### src/rtl/mfde_pkg.sv
// Package for the monochrome frame buffer draw engine.
// Holds command codes, controller states, control structs and the 5x7 font ROM.
// Depends on nothing.
`default_nettype none
package mfde_pkg;

	localparam int FrameWidth  = 128;
	localparam int FrameHeight = 64;
	localparam int StoreBytes  = FrameWidth / 8 * FrameHeight;
	localparam int AddrW       = $clog2(StoreBytes);

	localparam logic [2:0] CMD_CLEAR   = 3'd0;
	localparam logic [2:0] CMD_SET     = 3'd1;
	localparam logic [2:0] CMD_FILL    = 3'd2;
	localparam logic [2:0] CMD_OUTLINE = 3'd3;
	localparam logic [2:0] CMD_CHAR    = 3'd4;
	localparam logic [2:0] CMD_EMIT    = 3'd5;

	localparam logic [7:0] SYNC_CMD  = 8'hF8;
	localparam logic [7:0] SYNC_DATA = 8'hFA;
	localparam logic [7:0] ADDR_BASE = 8'h80;
	localparam logic [7:0] ADDR_LOW  = 8'h88;

	localparam logic [4:0] EMIT_LAST_GROUP = 5'd17;
	localparam logic [1:0] PHASE_SYNC      = 2'd0;
	localparam logic [1:0] PHASE_HI        = 2'd1;
	localparam logic [1:0] PHASE_LO        = 2'd2;

	localparam logic [2:0] ADDR_FLIP = 3'd0;

	typedef enum logic [2:0] {
		ST_SWEEP,
		ST_IDLE,
		ST_PRD,
		ST_PWR,
		ST_EMIT
	} state_t;

	typedef struct packed {
		logic load;
		logic sweep;
		logic plot_rd;
		logic plot_wr;
		logic emit_step;
	} dp_cmd_t;

	typedef struct packed {
		logic sweep_last;
		logic rect_empty;
		logic rect_last;
		logic emit_last;
	} dp_stat_t;

	// Five column bytes, the leftmost column in the top byte; bit 0 is the top row.
	function automatic logic [39:0] glyph_rom(input logic [7:0] code);
		logic [7:0] ch;
		logic [39:0] g;
		ch = code;
		if (code >= 8'h61 && code <= 8'h7A) begin
			ch = code - 8'h20;
		end
		unique case (ch)
			8'h30: g = 40'h3E_51_49_45_3E;
			8'h31: g = 40'h00_42_7F_40_00;
			8'h32: g = 40'h42_61_51_49_46;
			8'h33: g = 40'h21_41_45_4B_31;
			8'h34: g = 40'h18_14_12_7F_10;
			8'h35: g = 40'h27_45_45_45_39;
			8'h36: g = 40'h3C_4A_49_49_30;
			8'h37: g = 40'h01_71_09_05_03;
			8'h38: g = 40'h36_49_49_49_36;
			8'h39: g = 40'h06_49_49_29_1E;
			8'h41: g = 40'h7E_11_11_11_7E;
			8'h42: g = 40'h7F_49_49_49_36;
			8'h43: g = 40'h3E_41_41_41_22;
			8'h44: g = 40'h7F_41_41_22_1C;
			8'h45: g = 40'h7F_49_49_49_41;
			8'h46: g = 40'h7F_09_09_09_01;
			8'h47: g = 40'h3E_41_49_49_7A;
			8'h48: g = 40'h7F_08_08_08_7F;
			8'h49: g = 40'h00_41_7F_41_00;
			8'h4A: g = 40'h20_40_41_3F_01;
			8'h4B: g = 40'h7F_08_14_22_41;
			8'h4C: g = 40'h7F_40_40_40_40;
			8'h4D: g = 40'h7F_02_0C_02_7F;
			8'h4E: g = 40'h7F_04_08_10_7F;
			8'h4F: g = 40'h3E_41_41_41_3E;
			8'h50: g = 40'h7F_09_09_09_06;
			8'h51: g = 40'h3E_41_51_21_5E;
			8'h52: g = 40'h7F_09_19_29_46;
			8'h53: g = 40'h46_49_49_49_31;
			8'h54: g = 40'h01_01_7F_01_01;
			8'h55: g = 40'h3F_40_40_40_3F;
			8'h56: g = 40'h1F_20_40_20_1F;
			8'h57: g = 40'h7F_20_18_20_7F;
			8'h58: g = 40'h63_14_08_14_63;
			8'h59: g = 40'h03_04_78_04_03;
			8'h5A: g = 40'h61_51_49_45_43;
			8'h3A: g = 40'h00_36_36_00_00;
			8'h2E: g = 40'h00_60_60_00_00;
			8'h2D: g = 40'h08_08_08_08_08;
			8'h3E: g = 40'h41_22_14_08_00;
			8'h2F: g = 40'h20_10_08_04_02;
			8'h25: g = 40'h63_13_08_64_63;
			8'h28: g = 40'h00_3E_41_00_00;
			8'h29: g = 40'h00_00_41_3E_00;
			8'h5E: g = 40'h04_02_01_02_04;
			default: g = 40'h0;
		endcase
		return g;
	endfunction

	function automatic logic [7:0] glyph_col(input logic [39:0] g, input logic [2:0] c);
		logic [7:0] col;
		unique case (c)
			3'd0: col = g[39:32];
			3'd1: col = g[31:24];
			3'd2: col = g[23:16];
			3'd3: col = g[15:8];
			3'd4: col = g[7:0];
			default: col = 8'h0;
		endcase
		return col;
	endfunction

endpackage
`default_nettype wire

### src/rtl/mfde_ctrl.sv
// Controller state machine of the draw engine.
// Sequences clearing sweeps, pixel read-modify-write steps and row emission.
// Depends on mfde_pkg.
`default_nettype none
module mfde_ctrl
	import mfde_pkg::*;
(
	input  wire logic       clk,
	input  wire logic       arst_n,
	input  wire logic       start,
	input  wire logic [2:0] command,
	input  wire dp_stat_t   stat,
	output dp_cmd_t         ctl,
	output logic            busy
);

	state_t state_q, state_d;

	always_ff @(posedge clk or negedge arst_n) begin
		if (!arst_n) begin
			state_q <= ST_SWEEP;
		end else begin
			state_q <= state_d;
		end
	end

	always_comb begin
		state_d = state_q;
		ctl = '0;
		busy = 1'b1;
		unique case (state_q)
			ST_SWEEP: begin
				ctl.sweep = 1'b1;
				if (stat.sweep_last) begin
					state_d = ST_IDLE;
				end
			end
			ST_IDLE: begin
				busy = 1'b0;
				if (start) begin
					ctl.load = 1'b1;
					unique case (command)
						CMD_CLEAR: state_d = ST_SWEEP;
						CMD_SET, CMD_FILL, CMD_OUTLINE, CMD_CHAR: state_d = ST_PRD;
						CMD_EMIT: state_d = ST_EMIT;
						default: state_d = ST_IDLE;
					endcase
				end
			end
			ST_PRD: begin
				if (stat.rect_empty) begin
					state_d = ST_IDLE;
				end else begin
					ctl.plot_rd = 1'b1;
					state_d = ST_PWR;
				end
			end
			ST_PWR: begin
				ctl.plot_wr = 1'b1;
				state_d = stat.rect_last ? ST_IDLE : ST_PRD;
			end
			ST_EMIT: begin
				ctl.emit_step = 1'b1;
				if (stat.emit_last) begin
					state_d = ST_IDLE;
				end
			end
			default: state_d = ST_IDLE;
		endcase
	end

endmodule
`default_nettype wire

### config.mk
export PLATFORM = sky130hd
export DESIGN_NAME = mfde_ctrl
export DESIGN_NICKNAME = d
export VERILOG_FILES = /design/src/rtl/mfde_pkg.sv /design/src/rtl/mfde_ctrl.sv
export SDC_FILE = /design/constraint.sdc
export NUM_CORES = 1
export LEC_CHECK = 0
export BUFFER_PORTS_ARGS = -buffer_cell sky130_fd_sc_hd__buf_2
export CAP_MARGIN = 20
export CORE_AREA = 2 2 39 41
export CTS_CLUSTER_SIZE = 12
export DETAILED_ROUTE_END_ITERATION = 10
export DIE_AREA = 0 0 41 43
export PLACE_DENSITY_LB_ADDON = 0.1
export SYNTH_ARGS = -nofsm -noshare
export SYNTH_HDL_FRONTEND = slang
export SYNTH_SLANG_ARGS = --single-unit
### constraint.sdc
create_clock -name clk -period 0.99 [get_ports clk]
set_input_delay 0.1485 -clock clk [delete_from_list [all_inputs] [get_ports clk]]
set_output_delay 0.1485 -clock clk [all_outputs]
set_load 0.01 [all_outputs]
==> results of run 1 <==
==> Yosys cell counts (all sizes together) <==
| cell | number |
|---|---|
| and3 | 1 |
| a21boi | 1 |
| nor3 | 3 |
| or2b | 1 |
| nand2 | 2 |
| nand2b | 1 |
| buf | 1 |
| or3 | 1 |
| xnor2 | 1 |
| nor2b | 1 |
| a31oi | 1 |
| o32ai | 1 |
| inv | 1 |
| o2bb2ai | 1 |
| a21oi | 1 |
| mux2 | 1 |
| nor3b | 1 |
| dfrtp | 3 |
| nand4 | 1 |
| nor2 | 5 |
==> per-stage QoR <==
step           setup TNS, ps  std cells  hold slack [ps]  utilization
2_1_floorplan           -136         29             -147            -
3_3_place_gp            -931         66            -54.6        0.295
3_5_place_dp            -776         66            -53.2        0.295
4_1_cts                -1990         75              203        0.383
5_1_grt                -2500         77              224        0.420
6_report               -2030         77              208        0.420
==> where the power goes <==
group / leakage (nW) / total, mW / switching (mW) / internal, mW
Sequential: 0.0349 / 0.277 / 0.106 / 0.171
Combinational: 0.217 / 0.897 / 0.349 / 0.548
Clock: 0.0150 / 0.211 / 0.0598 / 0.151
==> worst paths after layout <==
path	end	slack (ps)	depth (start not counted)
setup / recovery	ctl[4]	-280	3
hold / removal	state_q[2]$_DFFE_PN0P_	210	3
setup reg to reg	state_q[2]$_DFFE_PN0P_	-190	3
hold reg to reg	state_q[2]$_DFFE_PN0P_	650	2
max in group asynchronous	state_q[2]$_DFFE_PN0P_	630	2
min in group asynchronous	state_q[0]$_DFFE_PN0P_	240	2
==> per-layer routing <==
layer,vias up,share of wire,global-route usage
met2,9,0.60,0.194
li1,169,-,-
met4,0,0,0.0800
met5,-,0,0
met3,0,0.046,0.0314
met1,152,0.35,0.110
==> worst max-delay path: cells and delay by family, from the launching register on <==
kind / cells / cell delay (ps)
DFF: 1 / 450
and+or+nand+nor: 2 / 350
buffers and inverters: 1 / 100
==> logic make-up (layout without fill, tap and decap cells) <==
kind of cell           Yosys count  after routing  synth area share
flip-flops                       3              3             0.291
AO/OA/AOI/OAI                    5              5             0.185
multiplexers                     1              1            0.0437
XOR/XNOR                         1              1            0.0340
AND/OR/NAND/NOR                 17             17             0.388
buffers and inverters            2             34            0.0582
==> layout make-up <==
| type | instances | area, sq um |
|---|---|---|
| clock buffer | 4 | 26.3 |
| inverter | 1 | 3.75 |
| fill | 146 | 803 |
| timing repair buffer | 29 | 216 |
| multi-input combinational | 24 | 235 |
| sequential | 3 | 78.8 |
| tap | 16 | 20.0 |
==> timing repair <==
item	CTS	global route
endpoints found under the setup margin	9	9
hold endpoints to repair	3	0
gates resized for setup	12	8
pin swaps	2	2
buffers inserted	4	2
hold buffers	1	0
gates cloned	0	0
==> results.md, run 1 <==
* Status: finished, violations left
* Failing checks: negative setup slack
* Top cell type's share of synthesized area at 0.291
* CP arrival at 1130 ps
* Final Setup Violations at 9
* Finished Cell Area at 581 sq um
* Avg WL per Cell at roughly 11 um
* Clk Latency, worst-skew pair at 230 ps
* Antenna Nets Post-Route at 0
* Initial antenna violation count at 0
* Starting Density at 0.186
* Share of layout cells above drive strength 1 at 0.820
* Nets@finish at approximately 70
* Gpl congestion at 0.738
* Synth top area cells: dfrtp_1, nor2_1, o32ai_2
* Total core area at 0.00138 sq mm
* Clock root buffer master: clkbuf_4
* Biggest regs: state_q (3)
* Drt first pass iters at 2
* Fmax at 0.784 GHz
* Max reg flops at 3
* 1st-iter DRT viols at 2
* Average cell area after synthesis at 8.89 sq um
* Yosys reg bits at 3
* H-tree lvl count at 1
* Critical path class: register to primary output
* CTS tree: done
* Ant. Diodes at 0
* Gr usage total at 0.115
* Power density over the cells at 2390 mW/mm^2
* Syn_nets at 39
* Dpl hpwl at around 600 um
* YS warnings at 0
* Most common cell after layout, fill and taps aside: buf_2
* Final hold violations at 0
* Data required, critical path at 840 ps
* Leakage at 0.267 nW
* Reg clk slew, reported paths at 40 ps
* Register area share after synthesis at 0.291
* Die Footprint at 0.00176 sq mm
* Drt via density at 4.29
* Cells after Synth at 29
* Period utilisation layout at 1.29
* Crit-path cells: nor2_4 > and3_4 > buf_6
* Area Overhead vs Synth at 125%
* Largest stage delay, worst path at 450 ps
* Num CTS Buffers at 3
* Port Buffers at 15
* Distinct cells, synth at 20
* Largest net degree at the start of global routing at 7
* DRC at 0
* Skew final at 0.190 ps
* Slew HR at 0.851
* Reg with most FFs: state_q
* Clock Path Buffers at 2
* Worst Setup End Kind: primary output
* Clock Sinks at 3
* Die height at 43 um
* Kind of start point of the critical path: register
* CP max FO at 6
* Via count of the first global-routing pass at 338
* Peak VDD IR at 0.890 mV
* DP Worst Slack at -141 ps
* GR Overflow Total at 0
* CP startpoint: state_q[2]$_DFFE_PN0P_
* Final WL at 831 um
* Yosys top cell by area: dfrtp_1
* HP Class: input port to register
* Final setup margin at -285 ps
* Most frequent cells in the layout: buf_2, buf_4, buf_6
* Die W at a little over 40 um
* Vias at between 300 and 400
* Worst Max-Slew Pin Slew at 222 ps
* Row count at 14
* Max-cap violations at 0
* PnR Total Power at 1.39 mW
* RR Startpoint: state_q[2]$_DFFE_PN0P_
* Post-DP Area at ~410 sq um
* Hold path start: command[1]
* First-pass GRT wire length at 1330 um
* CP max stage cell: dfrtp_2
* Final slew viol count at 0
* Post-Synthesis Cell Area at 258 sq um
* RSZ-0062 raised after global routing: yes
* Final Critical Period at 1270 ps
* Ports at 16
(Power assumes the default switching activity.)
==> run 2: changes to the inputs <==
--- a/config.mk
+++ b/config.mk
@@ -6,7 +6,7 @@
 export NUM_CORES = 1
 export LEC_CHECK = 0
 export BUFFER_PORTS_ARGS = -buffer_cell sky130_fd_sc_hd__buf_2
-export CAP_MARGIN = 20
+export CAP_MARGIN = 10
 export CORE_AREA = 2 2 39 41
 export CTS_CLUSTER_SIZE = 12
 export DETAILED_ROUTE_END_ITERATION = 10
==> constraint.sdc (replaced) <==
create_clock -name clk -period 1.1 [get_ports clk]
set_input_delay 0.165 -clock clk [delete_from_list [all_inputs] [get_ports clk]]
set_output_delay 0.165 -clock clk [all_outputs]
set_load 0.01 [all_outputs]
==> results.md, run 2 (synthesized netlist as in run 1, its figures left out) <==
* CP max FO at 6
* Crit-path cells: buf_6 > nor3_4 > buf_2
* Power density over the cells at 2230 mW/mm^2
* GR peak layer: met2
* Kind of start point of the critical path: register
* Most frequent cells in the layout: buf_2, buf_4, nor2_1
* PnR Total Power at 1.12 mW
* Number of fill cells at 152
* Vias at 326
* Footprint of the multi-input gates at 209 sq um
* Share of layout cells above drive strength 1 at 0.719
* Initial antenna violation count at 0
* Starting Density at 0.186
* Worst Max-Slew Pin Slew at between 200 and 250 ps
* Crit path max-delay family: flip-flops
* Clk Latency, worst-skew pair at roughly 240 ps
* Row count at 14
* Die W at 41 um
* Final slew viol count at 0
* FF+latch area at 78.8 sq um
* RSZ-0062 raised after global routing: yes
* Area Overhead vs Synth at 94.2%
* Ant. Diodes at 0
* CP max stage cell: dfrtp_2
* Peak VDD IR at 0.805 mV
* DRC at 0
* Port Buffers at 15
* Antenna Nets Post-Route at 0
* Met3 Use GR at 0.0471
* Clock root buffer master: clkbuf_4
* Biggest regs: state_q (3)
* Gr usage total at 0.120
* H-tree lvl count at 1
* Final Setup Violations at 8
* Num CTS Buffers at 3
* Largest stage delay, worst path at 450 ps
* Nets@finish at 68
* Clock Sinks at 3
* Reg with most FFs: state_q
* HP Class: input port to register
* Final hold violations at 0
* Drt first pass iters at 1
* CTS tree: done
* Skew final at 0.556 ps
* Avg WL per Cell at 11.0 um
* Die Footprint at about 0.0018 sq mm
* Dpl hpwl at 539 um
* Status: finished, violations left
* Slew HR at 0.849
* Via count of the first global-routing pass at about 340
* Met2 GRT Util at 0.156
* Failing checks: negative setup slack
* Period utilisation layout at 1.19
* Max-cap violations at 0
* Largest net degree at the start of global routing at 8
* Ports at 16
* Grt met1 use at 0.129
* WP buf/inv at 2
* Max reg flops at 3
* GR Overflow Total at 0
* Critical path class: register to primary output
* Final Critical Period at 1310 ps
* Most common cell after layout, fill and taps aside: buf_2
* Worst reg2reg path depth at 3
* 1st-iter DRT viols at 0
* Worst Hold Depth at 3
* DP Worst Slack at -49.9 ps
* First-pass GRT wire length at 1320 um
* Leakage at 0.235 nW
* Levels on crit path at 3
* Total core area at 0.00138 sq mm
* Drt via density at between 4 and 5
* Data required, critical path at 940 ps
* Final setup margin at -207 ps
* CP arrival at 1140 ps
* Worst Setup End Kind: primary output
* Final WL at 803 um
* Reg clk slew, reported paths at 40 ps
* Gpl congestion at approximately 0.7
* Clock Path Buffers at 2
* Die height at roughly 43 um
* Fmax at between 0.7 and 0.8 GHz
[run 2: cell type report]
cell class,count,share of cell area
repair buffers,25,0.325
flip-flops and latches,3,0.157
well taps,16,0.0400
multi-input cells,24,0.417
clock buffers,4,0.0525
inverters,1,0.00750
[run 2: final timing paths]
kind,endpoint,startpoint,slack [ps]
max in group asynchronous,state_q[1]$_DFFE_PN0P_,arst_n,730
min in group asynchronous,state_q[0]$_DFFE_PN0P_,arst_n,250
min,state_q[2]$_DFFE_PN0P_,command[1],210
min reg2reg,state_q[2]$_DFFE_PN0P_,state_q[2]$_DFFE_PN0P_,650
max,ctl[2],state_q[0]$_DFFE_PN0P_,-210
max reg2reg,state_q[2]$_DFFE_PN0P_,state_q[2]$_DFFE_PN0P_,-60
[run 2: worst min-delay path, cell delays in order]
cell     delay, ps
buf_2          100
or3_4          120
a21oi_2         40
[run 2: stage by stage]
| step | cell area (sq um) | hold WS (ps) | setup TNS, ps | std cells | utilization |
|---|---|---|---|---|---|
| 2_1_floorplan | 264 | -131 | 0 | 29 | - |
| 3_3_place_gp | 370 | -33.4 | -215 | 62 | 0.268 |
| 3_5_place_dp | 370 | -35.7 | -232 | 62 | 0.268 |
| 4_1_cts | 470 | 211 | -1180 | 71 | 0.340 |
| 5_1_grt | 500 | 225 | -1650 | 73 | 0.362 |
| 6_report | 500 | 214 | -1150 | 73 | 0.362 |
[run 2: timing repair]
item,in CTS,in global routing
endpoints found under the setup margin,9,9
endpoints found under the hold margin,3,0
hold buffers,1,0
gates resized for setup,10,3
pin swaps,3,1
setup buffers,4,2
[run 2: routing by layer]
layer / routed length, um / vias up / part of all wire
met5: 0 / - / 0
met4: 25 / 0 / 0.031
met3: 42 / 3 / 0.052
met2: 437 / 12 / 0.54
met1: 299 / 151 / 0.37
li1: - / 160 / -
[run 2: report_power, final]
part | switching (mW) | internal [mW] | leakage (nW)
combinational | 0.273 | 0.398 | 0.185
clock | 0.0591 | 0.136 | 0.0150
sequential | 0.0958 | 0.154 | 0.0349
